==> src/design/sbt_pkg.sv <==
// Shared types, token codes and character constants for the byte tokenizer.
package sbt_pkg;

  // Token type codes
  localparam logic [4:0] TT_IDENT   = 5'd0;
  localparam logic [4:0] TT_INT     = 5'd1;
  localparam logic [4:0] TT_FLOAT   = 5'd2;
  localparam logic [4:0] TT_STR     = 5'd3;
  localparam logic [4:0] TT_DIV     = 5'd7;

  // Characters the lexer reacts to
  localparam logic [7:0] CH_NUL    = 8'h00;
  localparam logic [7:0] CH_NL     = 8'h0A;
  localparam logic [7:0] CH_DQUOTE = 8'h22;
  localparam logic [7:0] CH_SQUOTE = 8'h27;
  localparam logic [7:0] CH_STAR   = 8'h2A;
  localparam logic [7:0] CH_DOT    = 8'h2E;
  localparam logic [7:0] CH_SLASH  = 8'h2F;
  localparam logic [7:0] CH_COLON  = 8'h3A;
  localparam logic [7:0] CH_SEMI   = 8'h3B;

  // One result beat
  typedef struct packed {
    logic [4:0]  tok_kind;
    logic [7:0]  text_byte;
    logic        has_byte;
    logic        token_done;
    logic [15:0] line_number;
    logic        unterminated;
    logic        last;
  } sbt_res_t;

  // Results produced by one accepted input beat (zero, one or two)
  typedef struct packed {
    logic [1:0] count;
    sbt_res_t   r0;
    sbt_res_t   r1;
  } sbt_emit_t;

  // Single-character operator table: {hit, token type}
  function automatic logic [5:0] op_lookup(input logic [7:0] c);
    logic [5:0] res;
    begin
      res = 6'd0;
      unique case (c)
        8'h3D:    res = {1'b1, 5'd4};   // =
        8'h2B:    res = {1'b1, 5'd5};   // +
        8'h2D:    res = {1'b1, 5'd6};   // -
        CH_SLASH: res = {1'b1, 5'd7};
        CH_STAR:  res = {1'b1, 5'd8};
        8'h28:    res = {1'b1, 5'd9};   // (
        8'h29:    res = {1'b1, 5'd10};  // )
        8'h7B:    res = {1'b1, 5'd11};  // {
        8'h7D:    res = {1'b1, 5'd12};  // }
        8'h2C:    res = {1'b1, 5'd13};  // ,
        8'h5B:    res = {1'b1, 5'd14};  // [
        8'h5D:    res = {1'b1, 5'd15};  // ]
        8'h3E:    res = {1'b1, 5'd16};  // >
        8'h3C:    res = {1'b1, 5'd17};  // <
        8'h21:    res = {1'b1, 5'd18};  // !
        8'h7E:    res = {1'b1, 5'd19};  // ~
        8'h26:    res = {1'b1, 5'd20};  // &
        8'h7C:    res = {1'b1, 5'd21};  // |
        8'h5E:    res = {1'b1, 5'd22};  // ^
        CH_COLON: res = {1'b1, 5'd23};
        CH_SEMI:  res = {1'b1, 5'd24};
        default:  res = 6'd0;
      endcase
      return res;
    end
  endfunction

endpackage

==> src/design/sbt_lex.sv <==
// Lexer state machine: holds the lexing state and decodes one byte into results.
module sbt_lex import sbt_pkg::*; #(
  parameter int LINE_BITS = 16
) (
  input  logic       clk,
  input  logic       rst,
  input  logic       accept,
  input  logic [7:0] in_byte,
  input  logic       is_end,
  output sbt_emit_t  emit
);

  typedef enum logic [2:0] {
    M_IDLE, M_IDENT, M_NUM, M_STR, M_SLASH, M_LCOM, M_BCOM, M_BSTAR
  } mode_t;

  localparam int LW = (LINE_BITS > 16) ? LINE_BITS : 16;

  mode_t                mode, mode_next;
  logic                 quote_is_double, quote_is_double_next;
  logic                 number_has_dot, number_has_dot_next;
  logic [LINE_BITS-1:0] line_count, line_count_next;

  logic [LW-1:0] line_wide;
  logic [15:0]   line_clip;

  // Idle decode of the current byte
  logic       idle_emit, idle_qd_wr, idle_qd, idle_dot_clr, idle_nl;
  mode_t      idle_mode;
  sbt_res_t   idle_res;
  logic [5:0] op_hit;

  logic       is_digit, is_alpha, end_in, go_idle, line_inc, dot_v;
  logic [7:0] quote_ch;
  logic [1:0] n;
  sbt_res_t   r0, r1;

  function automatic sbt_res_t mk(input logic [4:0] t, input logic [7:0] b,
                                  input logic hb, input logic dn, input logic ut,
                                  input logic [15:0] ln);
    sbt_res_t r;
    begin
      r.tok_kind     = t;
      r.text_byte    = b;
      r.has_byte     = hb;
      r.token_done   = dn;
      r.line_number  = ln;
      r.unterminated = ut;
      r.last         = 1'b0;
      return r;
    end
  endfunction

  // Line number clipped to 16 bits
  always_comb begin
    line_wide = LW'(line_count);
    line_clip = (line_wide > LW'(16'hFFFF)) ? 16'hFFFF : line_wide[15:0];
  end

  assign is_digit = (in_byte >= 8'h30) && (in_byte <= 8'h39);
  assign is_alpha = ((in_byte >= 8'h61) && (in_byte <= 8'h7A)) ||
                    ((in_byte >= 8'h41) && (in_byte <= 8'h5A));
  assign op_hit   = op_lookup(in_byte);
  assign end_in   = is_end || (in_byte == CH_NUL);
  assign quote_ch = quote_is_double ? CH_DQUOTE : CH_SQUOTE;

  // What the byte does when lexed from idle
  always_comb begin
    idle_emit    = 1'b0;
    idle_qd_wr   = 1'b0;
    idle_qd      = 1'b0;
    idle_dot_clr = 1'b0;
    idle_nl      = 1'b0;
    idle_mode    = M_IDLE;
    idle_res     = mk(TT_IDENT, 8'h00, 1'b0, 1'b0, 1'b0, line_clip);
    priority if (is_digit) begin
      idle_mode    = M_NUM;
      idle_dot_clr = 1'b1;
      idle_emit    = 1'b1;
      idle_res     = mk(TT_INT, in_byte, 1'b1, 1'b0, 1'b0, line_clip);
    end else if (is_alpha) begin
      idle_mode = M_IDENT;
      idle_emit = 1'b1;
      idle_res  = mk(TT_IDENT, in_byte, 1'b1, 1'b0, 1'b0, line_clip);
    end else if ((in_byte == CH_DQUOTE) || (in_byte == CH_SQUOTE)) begin
      idle_mode  = M_STR;
      idle_qd_wr = 1'b1;
      idle_qd    = (in_byte == CH_DQUOTE);
    end else if (in_byte == CH_NL) begin
      idle_nl = 1'b1;
    end else if (in_byte == CH_SLASH) begin
      idle_mode = M_SLASH;
    end else if (op_hit[5]) begin
      idle_emit = 1'b1;
      idle_res  = mk(op_hit[4:0], 8'h00, 1'b0, 1'b1, 1'b0, line_clip);
    end else begin
      // spaces, tabs and any other byte are skipped
      idle_mode = M_IDLE;
    end
  end

  // Per-mode step
  always_comb begin
    mode_next            = mode;
    quote_is_double_next = quote_is_double;
    number_has_dot_next  = number_has_dot;
    line_count_next      = line_count;
    line_inc             = 1'b0;
    go_idle              = 1'b0;
    dot_v                = number_has_dot | (in_byte == CH_DOT);
    n                    = 2'd0;
    r0                   = mk(TT_IDENT, 8'h00, 1'b0, 1'b0, 1'b0, line_clip);
    r1                   = r0;

    if (end_in) begin
      // flush whatever is open, then back to reset state
      unique case (mode)
        M_IDENT: begin
          r0 = mk(TT_IDENT, 8'h00, 1'b0, 1'b1, 1'b0, line_clip);
          n  = 2'd1;
        end
        M_NUM: begin
          r0 = mk(number_has_dot ? TT_FLOAT : TT_INT, 8'h00, 1'b0, 1'b1, 1'b0, line_clip);
          n  = 2'd1;
        end
        M_STR: begin
          r0 = mk(TT_STR, 8'h00, 1'b0, 1'b1, 1'b1, line_clip);
          n  = 2'd1;
        end
        M_SLASH: begin
          r0 = mk(TT_DIV, 8'h00, 1'b0, 1'b1, 1'b0, line_clip);
          n  = 2'd1;
        end
        M_BCOM, M_BSTAR: begin
          r0 = mk(TT_IDENT, 8'h00, 1'b0, 1'b0, 1'b1, line_clip);
          n  = 2'd1;
        end
        M_IDLE, M_LCOM: begin
          n = 2'd0;
        end
      endcase
      mode_next            = M_IDLE;
      quote_is_double_next = 1'b0;
      number_has_dot_next  = 1'b0;
      line_count_next      = LINE_BITS'(1);
    end else begin
      unique case (mode)
        M_IDENT: begin
          if (is_digit || is_alpha) begin
            r0 = mk(TT_IDENT, in_byte, 1'b1, 1'b0, 1'b0, line_clip);
            n  = 2'd1;
          end else begin
            r0      = mk(TT_IDENT, 8'h00, 1'b0, 1'b1, 1'b0, line_clip);
            n       = 2'd1;
            go_idle = 1'b1;
          end
        end
        M_NUM: begin
          if (is_digit || (in_byte == CH_DOT)) begin
            number_has_dot_next = dot_v;
            r0 = mk(dot_v ? TT_FLOAT : TT_INT, in_byte, 1'b1, 1'b0, 1'b0, line_clip);
            n  = 2'd1;
          end else begin
            r0 = mk(number_has_dot ? TT_FLOAT : TT_INT, 8'h00, 1'b0, 1'b1, 1'b0, line_clip);
            n  = 2'd1;
            number_has_dot_next = 1'b0;
            go_idle = 1'b1;
          end
        end
        M_STR: begin
          if (in_byte == quote_ch) begin
            r0        = mk(TT_STR, 8'h00, 1'b0, 1'b1, 1'b0, line_clip);
            mode_next = M_IDLE;
          end else begin
            r0 = mk(TT_STR, in_byte, 1'b1, 1'b0, 1'b0, line_clip);
          end
          n = 2'd1;
        end
        M_SLASH: begin
          priority if (in_byte == CH_SLASH) begin
            mode_next = M_LCOM;
          end else if (in_byte == CH_STAR) begin
            mode_next = M_BCOM;
          end else begin
            r0      = mk(TT_DIV, 8'h00, 1'b0, 1'b1, 1'b0, line_clip);
            n       = 2'd1;
            go_idle = 1'b1;
          end
        end
        M_LCOM: begin
          if (in_byte == CH_NL) begin
            line_inc  = 1'b1;
            mode_next = M_IDLE;
          end
        end
        M_BCOM: begin
          if (in_byte == CH_STAR) begin
            mode_next = M_BSTAR;
          end
        end
        M_BSTAR: begin
          priority if (in_byte == CH_SLASH) begin
            mode_next = M_IDLE;
          end else if (in_byte != CH_STAR) begin
            mode_next = M_BCOM;
          end else begin
            mode_next = M_BSTAR;  // a further star keeps the close pending
          end
        end
        M_IDLE: begin
          go_idle = 1'b1;
        end
      endcase

      // relex the byte from idle after a close (or in idle itself)
      if (go_idle) begin
        mode_next = idle_mode;
        if (idle_qd_wr) begin
          quote_is_double_next = idle_qd;
        end
        if (idle_dot_clr) begin
          number_has_dot_next = 1'b0;
        end
        if (idle_nl) begin
          line_inc = 1'b1;
        end
        if (idle_emit) begin
          if (n == 2'd0) begin
            r0 = idle_res;
            n  = 2'd1;
          end else begin
            r1 = idle_res;
            n  = 2'd2;
          end
        end
      end

      // saturating line counter
      if (line_inc && (line_count != {LINE_BITS{1'b1}})) begin
        line_count_next = line_count + LINE_BITS'(1);
      end
    end

    // mark the final beat of this input
    if (n == 2'd1) begin
      r0.last = 1'b1;
    end
    if (n == 2'd2) begin
      r1.last = 1'b1;
    end
  end

  assign emit.count = n;
  assign emit.r0    = r0;
  assign emit.r1    = r1;

  // State registers
  always_ff @(posedge clk) begin
    if (rst) begin
      mode            <= M_IDLE;
      quote_is_double <= 1'b0;
      number_has_dot  <= 1'b0;
      line_count      <= LINE_BITS'(1);
    end else if (accept) begin
      mode            <= mode_next;
      quote_is_double <= quote_is_double_next;
      number_has_dot  <= number_has_dot_next;
      line_count      <= line_count_next;
    end
  end

endmodule

==> src/design/source_byte_tokenizer.sv <==
// Top level of the byte tokenizer: lexer plus result queue.
//
// Takes one source byte per beat and returns token text and token close
// beats. Throughput is one byte per cycle while in_stall is low: a byte
// is decoded in the cycle it is accepted and its results are written into
// a four-entry result queue, whose head drives the output beat. Most
// bytes give zero or one result; a byte that closes a token and also starts
// a new one gives two. The queue takes up to two results a cycle but hands
// out one, so each such byte leaves one more result waiting. in_stall is
// high while three or more results are queued; with a free output that
// needs a second two-result byte before the first has drained. A zero byte
// or is_end flushes any open token and restarts at line 1.
module source_byte_tokenizer import sbt_pkg::*; #(
  parameter int LINE_BITS = 16
) (
  input  logic        clk,
  input  logic        rst,
  input  logic        in_valid,
  output logic        in_stall,
  input  logic [7:0]  in_byte,
  input  logic        is_end,
  output logic        out_valid,
  input  logic        out_stall,
  output logic [4:0]  tok_kind,
  output logic [7:0]  text_byte,
  output logic        has_byte,
  output logic        token_done,
  output logic [15:0] line_number,
  output logic        unterminated,
  output logic        last
);

  sbt_emit_t  emit;
  sbt_res_t   q [4];
  sbt_res_t   head;
  logic [1:0] wr, rd;
  logic [2:0] count, count_next;
  logic [2:0] push;
  logic       accept, pop;

  assign in_stall  = (count > 3'd2);
  assign accept    = in_valid && !in_stall;
  assign out_valid = (count != 3'd0);
  assign pop       = out_valid && !out_stall;
  assign push      = accept ? {1'b0, emit.count} : 3'd0;

  sbt_lex #(
    .LINE_BITS(LINE_BITS)
  ) u_lex (
    .clk     (clk),
    .rst     (rst),
    .accept  (accept),
    .in_byte (in_byte),
    .is_end  (is_end),
    .emit    (emit)
  );

  // Queue bookkeeping
  always_comb begin
    count_next = count + push - {2'b00, pop};
  end

  always_ff @(posedge clk) begin
    if (rst) begin
      wr    <= 2'd0;
      rd    <= 2'd0;
      count <= 3'd0;
    end else begin
      wr    <= wr + push[1:0];
      rd    <= rd + {1'b0, pop};
      count <= count_next;
    end
  end

  // Queue storage
  always_ff @(posedge clk) begin
    if (accept && (emit.count != 2'd0)) begin
      q[wr] <= emit.r0;
    end
    if (accept && (emit.count == 2'd2)) begin
      q[wr + 2'd1] <= emit.r1;
    end
  end

  // Head of queue drives the output beat
  assign head         = q[rd];
  assign tok_kind     = head.tok_kind;
  assign text_byte    = head.text_byte;
  assign has_byte     = head.has_byte;
  assign token_done   = head.token_done;
  assign line_number  = head.line_number;
  assign unterminated = head.unterminated;
  assign last         = head.last;

endmodule

==> config.mk <==
export PLATFORM = sky130hd
export DESIGN_NAME = source_byte_tokenizer
export DESIGN_NICKNAME = d
export VERILOG_FILES = /design/src/design/sbt_pkg.sv /design/src/design/sbt_lex.sv /design/src/design/source_byte_tokenizer.sv
export SDC_FILE = /design/constraint.sdc
export NUM_CORES = 1
export LEC_CHECK = 0
export ABC_CLOCK_PERIOD_IN_PS = 8300
export BUFFER_PORTS_ARGS = -buffer_cell sky130_fd_sc_hd__buf_2
export CORE_MARGIN = 8
export CORE_UTILIZATION = 45
export DETAILED_ROUTE_END_ITERATION = 12
export PLACE_DENSITY = 0.64
export SLEW_MARGIN = 40
export SYNTH_ARGS = -nofsm -noshare
export SYNTH_HDL_FRONTEND = slang
export SYNTH_HIERARCHICAL = 1
export SYNTH_SLANG_ARGS = --single-unit
==> constraint.sdc <==
create_clock -name clk -period 8.3 [get_ports clk]
set_input_delay 1.66 -clock clk [delete_from_list [all_inputs] [get_ports clk]]
set_output_delay 1.66 -clock clk [all_outputs]
set_load 0.01 [all_outputs]
==> flow_summary.json, run 1 <==
{
  "rsz0062_at_grt": "false",
  "drt_iter0_drc": 481,
  "start_util_pct": 45.7,
  "gp_routability_congestion": 0.868,
  "critPathCaptureType": "flop",
  "path_class": "input port to flop",
  "netlist_area_um2": 9540,
  "path_max_fanout": 33,
  "ys_top_cells_by_area": "edfxtp_1 (42%), mux2_2 (12%), mux4_2 (7.8%), dfxtp_1 (5.9%), mux2_4 (4.7%)",
  "ctsHoldBuffers": 0,
  "worstHoldStart": "u_lex/quote_is_double$_SDFFE_PP0P_",
  "relSlewSlack_pct": 45.1,
  "numCtsBuffers": 17,
  "cts_setup_buffers": 0,
  "synth_ff_type": "edfxtp_1",
  "post-route-period-util_pct": 71.2,
  "flow.area_growth_from_synthesis_pct": 9.39,
  "synth.avg_cell_area_um2": 12.6,
  "fmax_mhz": 169,
  "synth_warnings": 6,
  "yosysUniqueCellTypes": 75,
  "rr_startpoint": "u_lex/mode[2]$_SDFFE_PP0P_",
  "vias_per_cell": 5.90,
  "drc": 0,
  "hold_viol_final": 0,
  "async_flop_share_pct": 0,
  "die_h_um": 162,
  "cts_resized": 0,
  "synth-edff-count": 132,
  "clock_path_buffers": 2,
  "synthTopCellsByCount": "edfxtp_1 (132), mux2_2 (103), nor2_1 (53)",
  "fin_crit_ns": 5.91,
  "status": "finished clean",
  "slew_viol_final": 0,
  "finalWirelength_mm": 22.3,
  "ys_ff_latch": 160,
  "num-fill-cells": 1784,
  "tightestPinTransition_ns": 0.822,
  "finalClockSkew_ns": 0.0108,
  "hpwl_mm": 14.5,
  "die_width_um": 162,
  "hold_slack_ns": 0.591,
  "grtUsageTotal_pct": 17.3,
  "grt_pass1_wl_mm": 35.6,
  "r2r_slack_ns": 3.65,
  "num_vias": 6230,
  "final_antenna_net_count": 0,
  "io_pins": 48,
  "min_path_cells": 2,
  "reg2reg_depth": 10,
  "fin_nets": 789,
  "wl_per_cell_um": 21.1,
  "ys_seq_area_share_pct": 47.4,
  "min_to": "u_lex/quote_is_double$_SDFFE_PP0P_",
  "cts_root_buffer": "clkbuf_16",
  "yosysTopAreaCell": "edfxtp_1",
  "grt_start_max_net_pins": 34,
  "grt_pass1_vias": 6399,
  "grt.overflow.total": 0,
  "synthCells": 756,
  "drt-pass1-iter-count": 5,
  "yosysMostFrequentCell": "edfxtp_1",
  "reg2reg_to": "q[0][27]$_DFFE_PP_",
  "setup_tns_ns": 0,
  "crit_required_ns": 8.47,
  "crit_arrival_ns": 6.08,
  "finalSetupViolCount": 0,
  "clkLatencyLatePin_ns": 0.42,
  "rows": 53,
  "startpoint_type": "input port",
  "drv_cap": 0,
  "hp-class": "flop to flop",
  "dieArea_um2": 26100,
  "antenna_found_initial": 0,
  "ir_drop_uv": 107,
  "cts-htree-levels": 4,
  "clock_sinks": 160,
  "p_per_area_nw_per_um2": 208,
  "antenna_cells": 0,
  "coreArea_um2": 20900,
  "layout-drive-gt1-share_pct": 35.3,
  "p_leak_nw": 3.76,
  "place.port_buffers": 47,
  "clk_pin_slew_ns": 0.06,
  "cts_tree": "yes",
  "synth_top_area_share_pct": 41.5
}
-- how the worst max path moves through the flow --
stage	start	to	cells after the start	slack, ns
final	in_byte[1]	q[0][27]$_DFFE_PP_	13	2.39
after global placement	in_byte[1]	q[3][17]$_DFFE_PP_	13	2.04
after floorplan	in_byte[5]	q[1][0]$_DFFE_PP_	12	1.43
after CTS	in_byte[1]	q[0][19]$_DFFE_PP_	13	2.38
after detailed placement	in_byte[1]	q[0][19]$_DFFE_PP_	13	1.95
after global routing	in_byte[1]	q[0][27]$_DFFE_PP_	13	2.09
-- where the power goes --
part | leakage, nW | total [mW] | internal [mW] | switching [mW]
clock network | 0.291 | 0.809 | 0.478 | 0.331
logic | 2.02 | 0.450 | 0.207 | 0.243
registers | 1.45 | 0.913 | 0.896 | 0.0169
-- sequential cells by signal (all words and copies together), names as in the netlist --
name / count
q: 132
u_lex/line_count: 16
count: 3
u_lex/mode: 3
rd: 2
wr: 2
u_lex/number_has_dot: 1
u_lex/quote_is_double: 1
-- worst max-delay path: stages --
cell	delay [ns]
buf_2	0.36
nand2b_1	0.20
o21ai_0	0.11
a221o_1	0.38
a211oi_1	0.53
a21o_1	0.26
nand2_1	0.09
ha_1	0.29
and2_1	0.13
o31a_1	0.32
and2b_1	0.48
nand4_4	0.70
mux2_2	0.55
-- layout by cell type, fill, tap and decap left out, types with 7 or more instances in the layout --
cell type and count:
edfxtp_1 132, mux2_2 103, nor2_1 53, buf_2 47, nand2_1 45, o21ai_0 43, mux4_2 33, mux2_4 30
dfxtp_1 27, a21oi_1 18, and2_1 17, clkbuf_16 17, nor2b_1 16, inv_1 16, nor3_1 13, nand3_1 12
nand4_1 9, buf_4 8, a211oi_1 8, ha_1 7
-- final cells by class --
type / instances / area (um^2) / area share [%]
repair buffers: 56 / 315 / 3.02
clock buffers: 17 / 425 / 4.08
multi-input cells: 517 / 4580 / 43.9
flip-flops and latches: 160 / 4530 / 43.4
well taps: 275 / 344 / 3.30
clock inverters: 15 / 184 / 1.76
inverters: 16 / 60.1 / 0.575
-- layer usage --
layer	track usage (%)	share of wire, %
met1	21.8	44
met2	30.2	50
met3	2.77	4.5
met4	5.26	1.1
met5	0	0
-- logic make-up after synthesis --
kind of cell,Yosys count,share of synthesized area [%]
xor+xnor,6,0.551
fa+ha+maj,8,1.13
buf+inv,80,5.23
flops,160,47.4
other cells,1,0.0393
mux,168,24.9
compound gates,122,8.52
simple gates,211,12.2
-- metrics by stage --
stage / setup WS, ns / instance area [um^2] / cells / total power [mW] / util (%)
3_3_place_gp: 2.04 / 9800 / 1023 / 1.38 / 46.9
3_5_place_dp: 1.95 / 9820 / 1024 / 1.39 / 47.0
6_report: 2.39 / 10400 / 1056 / 2.17 / 50.0
5_1_grt: 2.09 / 10400 / 1056 / 2.26 / 50.0
2_1_floorplan: 1.43 / 9550 / 757 / 1.25 / -
4_1_cts: 2.38 / 10400 / 1056 / 2.19 / 49.9
(Power assumes the default switching activity.)
==> run 2: changes to the inputs <==
--- a/config.mk
+++ b/config.mk
@@ -5,7 +5,7 @@
 export SDC_FILE = /design/constraint.sdc
 export NUM_CORES = 1
 export LEC_CHECK = 0
-export ABC_CLOCK_PERIOD_IN_PS = 8300
+export ABC_CLOCK_PERIOD_IN_PS = 6000
 export BUFFER_PORTS_ARGS = -buffer_cell sky130_fd_sc_hd__buf_2
 export CORE_MARGIN = 8
 export CORE_UTILIZATION = 45
==> constraint.sdc (replaced) <==
create_clock -name clk -period 6 [get_ports clk]
set_input_delay 1.2 -clock clk [delete_from_list [all_inputs] [get_ports clk]]
set_output_delay 1.2 -clock clk [all_outputs]
set_load 0.01 [all_outputs]
==> flow_summary.json, run 2 (same netlist as run 1, synthesis figures left out) <==
{
  "drc": 0,
  "drt-pass1-iter-count": 5,
  "antenna_cells": 0,
  "place.port_buffers": 47,
  "min_to": "rd[1]$_SDFF_PP0_",
  "ctsHoldBuffers": 0,
  "hpwl_mm": 14.2,
  "p_per_area_nw_per_um2": 288,
  "gp_routability_congestion": 0.916,
  "finalSetupViolCount": 0,
  "start_util_pct": 45.7,
  "r2r_slack_ns": 1.90,
  "largest_register": "q",
  "cts_setup_buffers": 0,
  "switching_share_pct": 26.4,
  "final_antenna_net_count": 0,
  "status": "finished clean",
  "crit_family": "compound AO/OA/AOI/OAI gates",
  "final_cell_mix": "edfxtp_1 (132), mux2_2 (103), nor2_1 (53)",
  "io_pins": 48,
  "ir_drop_uv": 149,
  "die_h_um": 162,
  "reg2reg_depth": 17,
  "clkLatencyLatePin_ns": 0.42,
  "cp_cell_sequence": "buf_2 > nand2b_1 > o21ai_0 > a221o_1 > a211oi_1 > a21o_1 > nand2_1 > ha_1 > and2_1 > o31a_1 > and2b_1 > nand4_4 > buf_4 > mux2_2",
  "slowest_delay_ns": 0.48,
  "clk_pin_slew_ns": 0.06,
  "slew_viol_final": 0,
  "p_leak_nw": 3.80,
  "relSlewSlack_pct": 47.9,
  "place_ws_ns": 0.636,
  "hold_viol_final": 0,
  "p_int_mw": 2.23,
  "grt_start_max_net_pins": 34,
  "largest_reg_flops": 132,
  "crit_arrival_ns": 5.14,
  "min_path_cells": 2,
  "reg_top3": "q (132), u_lex/line_count (16)",
  "flow.area_growth_from_synthesis_pct": 10.2,
  "num-fill-cells": 1808,
  "finalClockSkew_ns": 0.00720,
  "fmax_mhz": 201,
  "coreArea_um2": 20900,
  "path_class": "input port to flop",
  "finalWirelength_mm": 22.2,
  "fin_crit_ns": 4.97,
  "num_vias": 6319,
  "drt_iter0_drc": 449,
  "layout-drive-gt1-share_pct": 35.8,
  "hp-class": "flop to flop",
  "grt_pass1_wl_mm": 35.0,
  "placed_cell_area_um2": 9890,
  "critPathSlowestCell": "buf_4",
  "rr_startpoint": "u_lex/mode[2]$_SDFFE_PP0P_",
  "final_common_cell": "edfxtp_1",
  "numCtsBuffers": 17,
  "path_max_fanout": 33,
  "critPathCaptureType": "flop",
  "drv_cap": 0,
  "grt_pass1_vias": 6439,
  "cts_root_buffer": "clkbuf_16",
  "fin_ws_ns": 1.03,
  "antenna_found_initial": 0,
  "rsz0062_at_grt": "false",
  "grt.overflow.total": 0,
  "seqPwrFrac_pct": 42.4,
  "tightestPinTransition_ns": 0.771,
  "wl_per_cell_um": 20.8,
  "cts-htree-levels": 4,
  "post-route-period-util_pct": 82.8,
  "clock_path_buffers": 2,
  "p_comb_share_pct": 20.3,
  "worstHoldStart": "rd[1]$_SDFF_PP0_",
  "p_sw_mw": 0.799,
  "startpoint_type": "input port",
  "rows": 53,
  "die_width_um": 162,
  "final_area_um2": 10500,
  "crit_required_ns": 6.17,
  "crit_buf_inv": 2,
  "vias_per_cell": 5.94,
  "cts_tree": "yes",
  "clkPwrFrac_pct": 37.3,
  "reg2reg_to": "count[2]$_SDFF_PP0_",
  "cts_resized": 0,
  "grtUsageTotal_pct": 17.1,
  "clock_sinks": 160,
  "dieArea_um2": 26100,
  "fin_nets": 797
}
==> run 2: changes by cell type in the layout (fill, tap and decap cells not counted), sizes merged <==
cell	before	now
clkinv	5	7
inv	20	18
bufinv	3	4
buf	56	64
clkinvlp	3	1
==> run 2: stage by stage <==
step,total power [mW],utilization [%],TNS [ns],hold WS (ns),instances
floorplan,1.72,-,-27.05,0.503,757
global placement,1.92,47.3,0,0.507,1032
detailed placement,1.93,47.3,0,0.508,1032
CTS,3.06,50.3,0,0.528,1063
global route,3.15,50.3,0,0.552,1063
finish,3.03,50.3,0,0.519,1063
==> run 2: final cells by class <==
class	count	area [um^2]	share of cell area [%]
Clock buffer	17	425	4.05
Clock inverter	14	190	1.81
Inverter	16	60.1	0.571
Multi-Input combinational cell	517	4580	43.6
Sequential cell	160	4530	43.0
Tap cell	275	344	3.27
Timing Repair Buffer	64	388	3.69
==> run 2: worst max-delay path by stage <==
| stage | slack [ns] | endpoint | from | cells past startpoint |
|---|---|---|---|---|
| 6_report | 1.03 | q[0][30]$_DFFE_PP_ | in_byte[1] | 14 |
| 5_1_grt | 0.73 | count[2]$_SDFF_PP0_ | in_byte[1] | 20 |
| 4_1_cts | 1.08 | count[2]$_SDFF_PP0_ | in_byte[1] | 20 |
| 3_5_place_dp | 0.64 | count[2]$_SDFF_PP0_ | in_byte[1] | 20 |
| 3_3_place_gp | 0.79 | q[0][24]$_DFFE_PP_ | in_byte[1] | 14 |
| 2_1_floorplan | -0.41 | q[1][0]$_DFFE_PP_ | in_byte[5] | 12 |
==> run 2: tightest hold or removal path, stage by stage (launching register included) <==
cell     delay, ns
dfxtp_1       0.34
xnor2_1       0.08
nor2_1        0.07
==> run 2: power by group through the flow <==
stage	logic, mW	registers, mW	clock network [mW]
2_1_floorplan	0.446	1.28	0
3_3_place_gp	0.615	1.31	0
3_5_place_dp	0.623	1.31	0
4_1_cts	0.627	1.29	1.15
5_1_grt	0.671	1.29	1.19
6_report	0.614	1.28	1.13
==> run 2: metal layers <==
| metal | vias up | track usage (%) | routed length, um |
|---|---|---|---|
| met5 | - | 0 | 0 |
| met4 | 0 | 5.56 | 278 |
| met3 | 19 | 3.67 | 1220 |
| met2 | 193 | 28.8 | 11100 |
| met1 | 3173 | 21.6 | 9550 |
| li1 | 2934 | - | - |
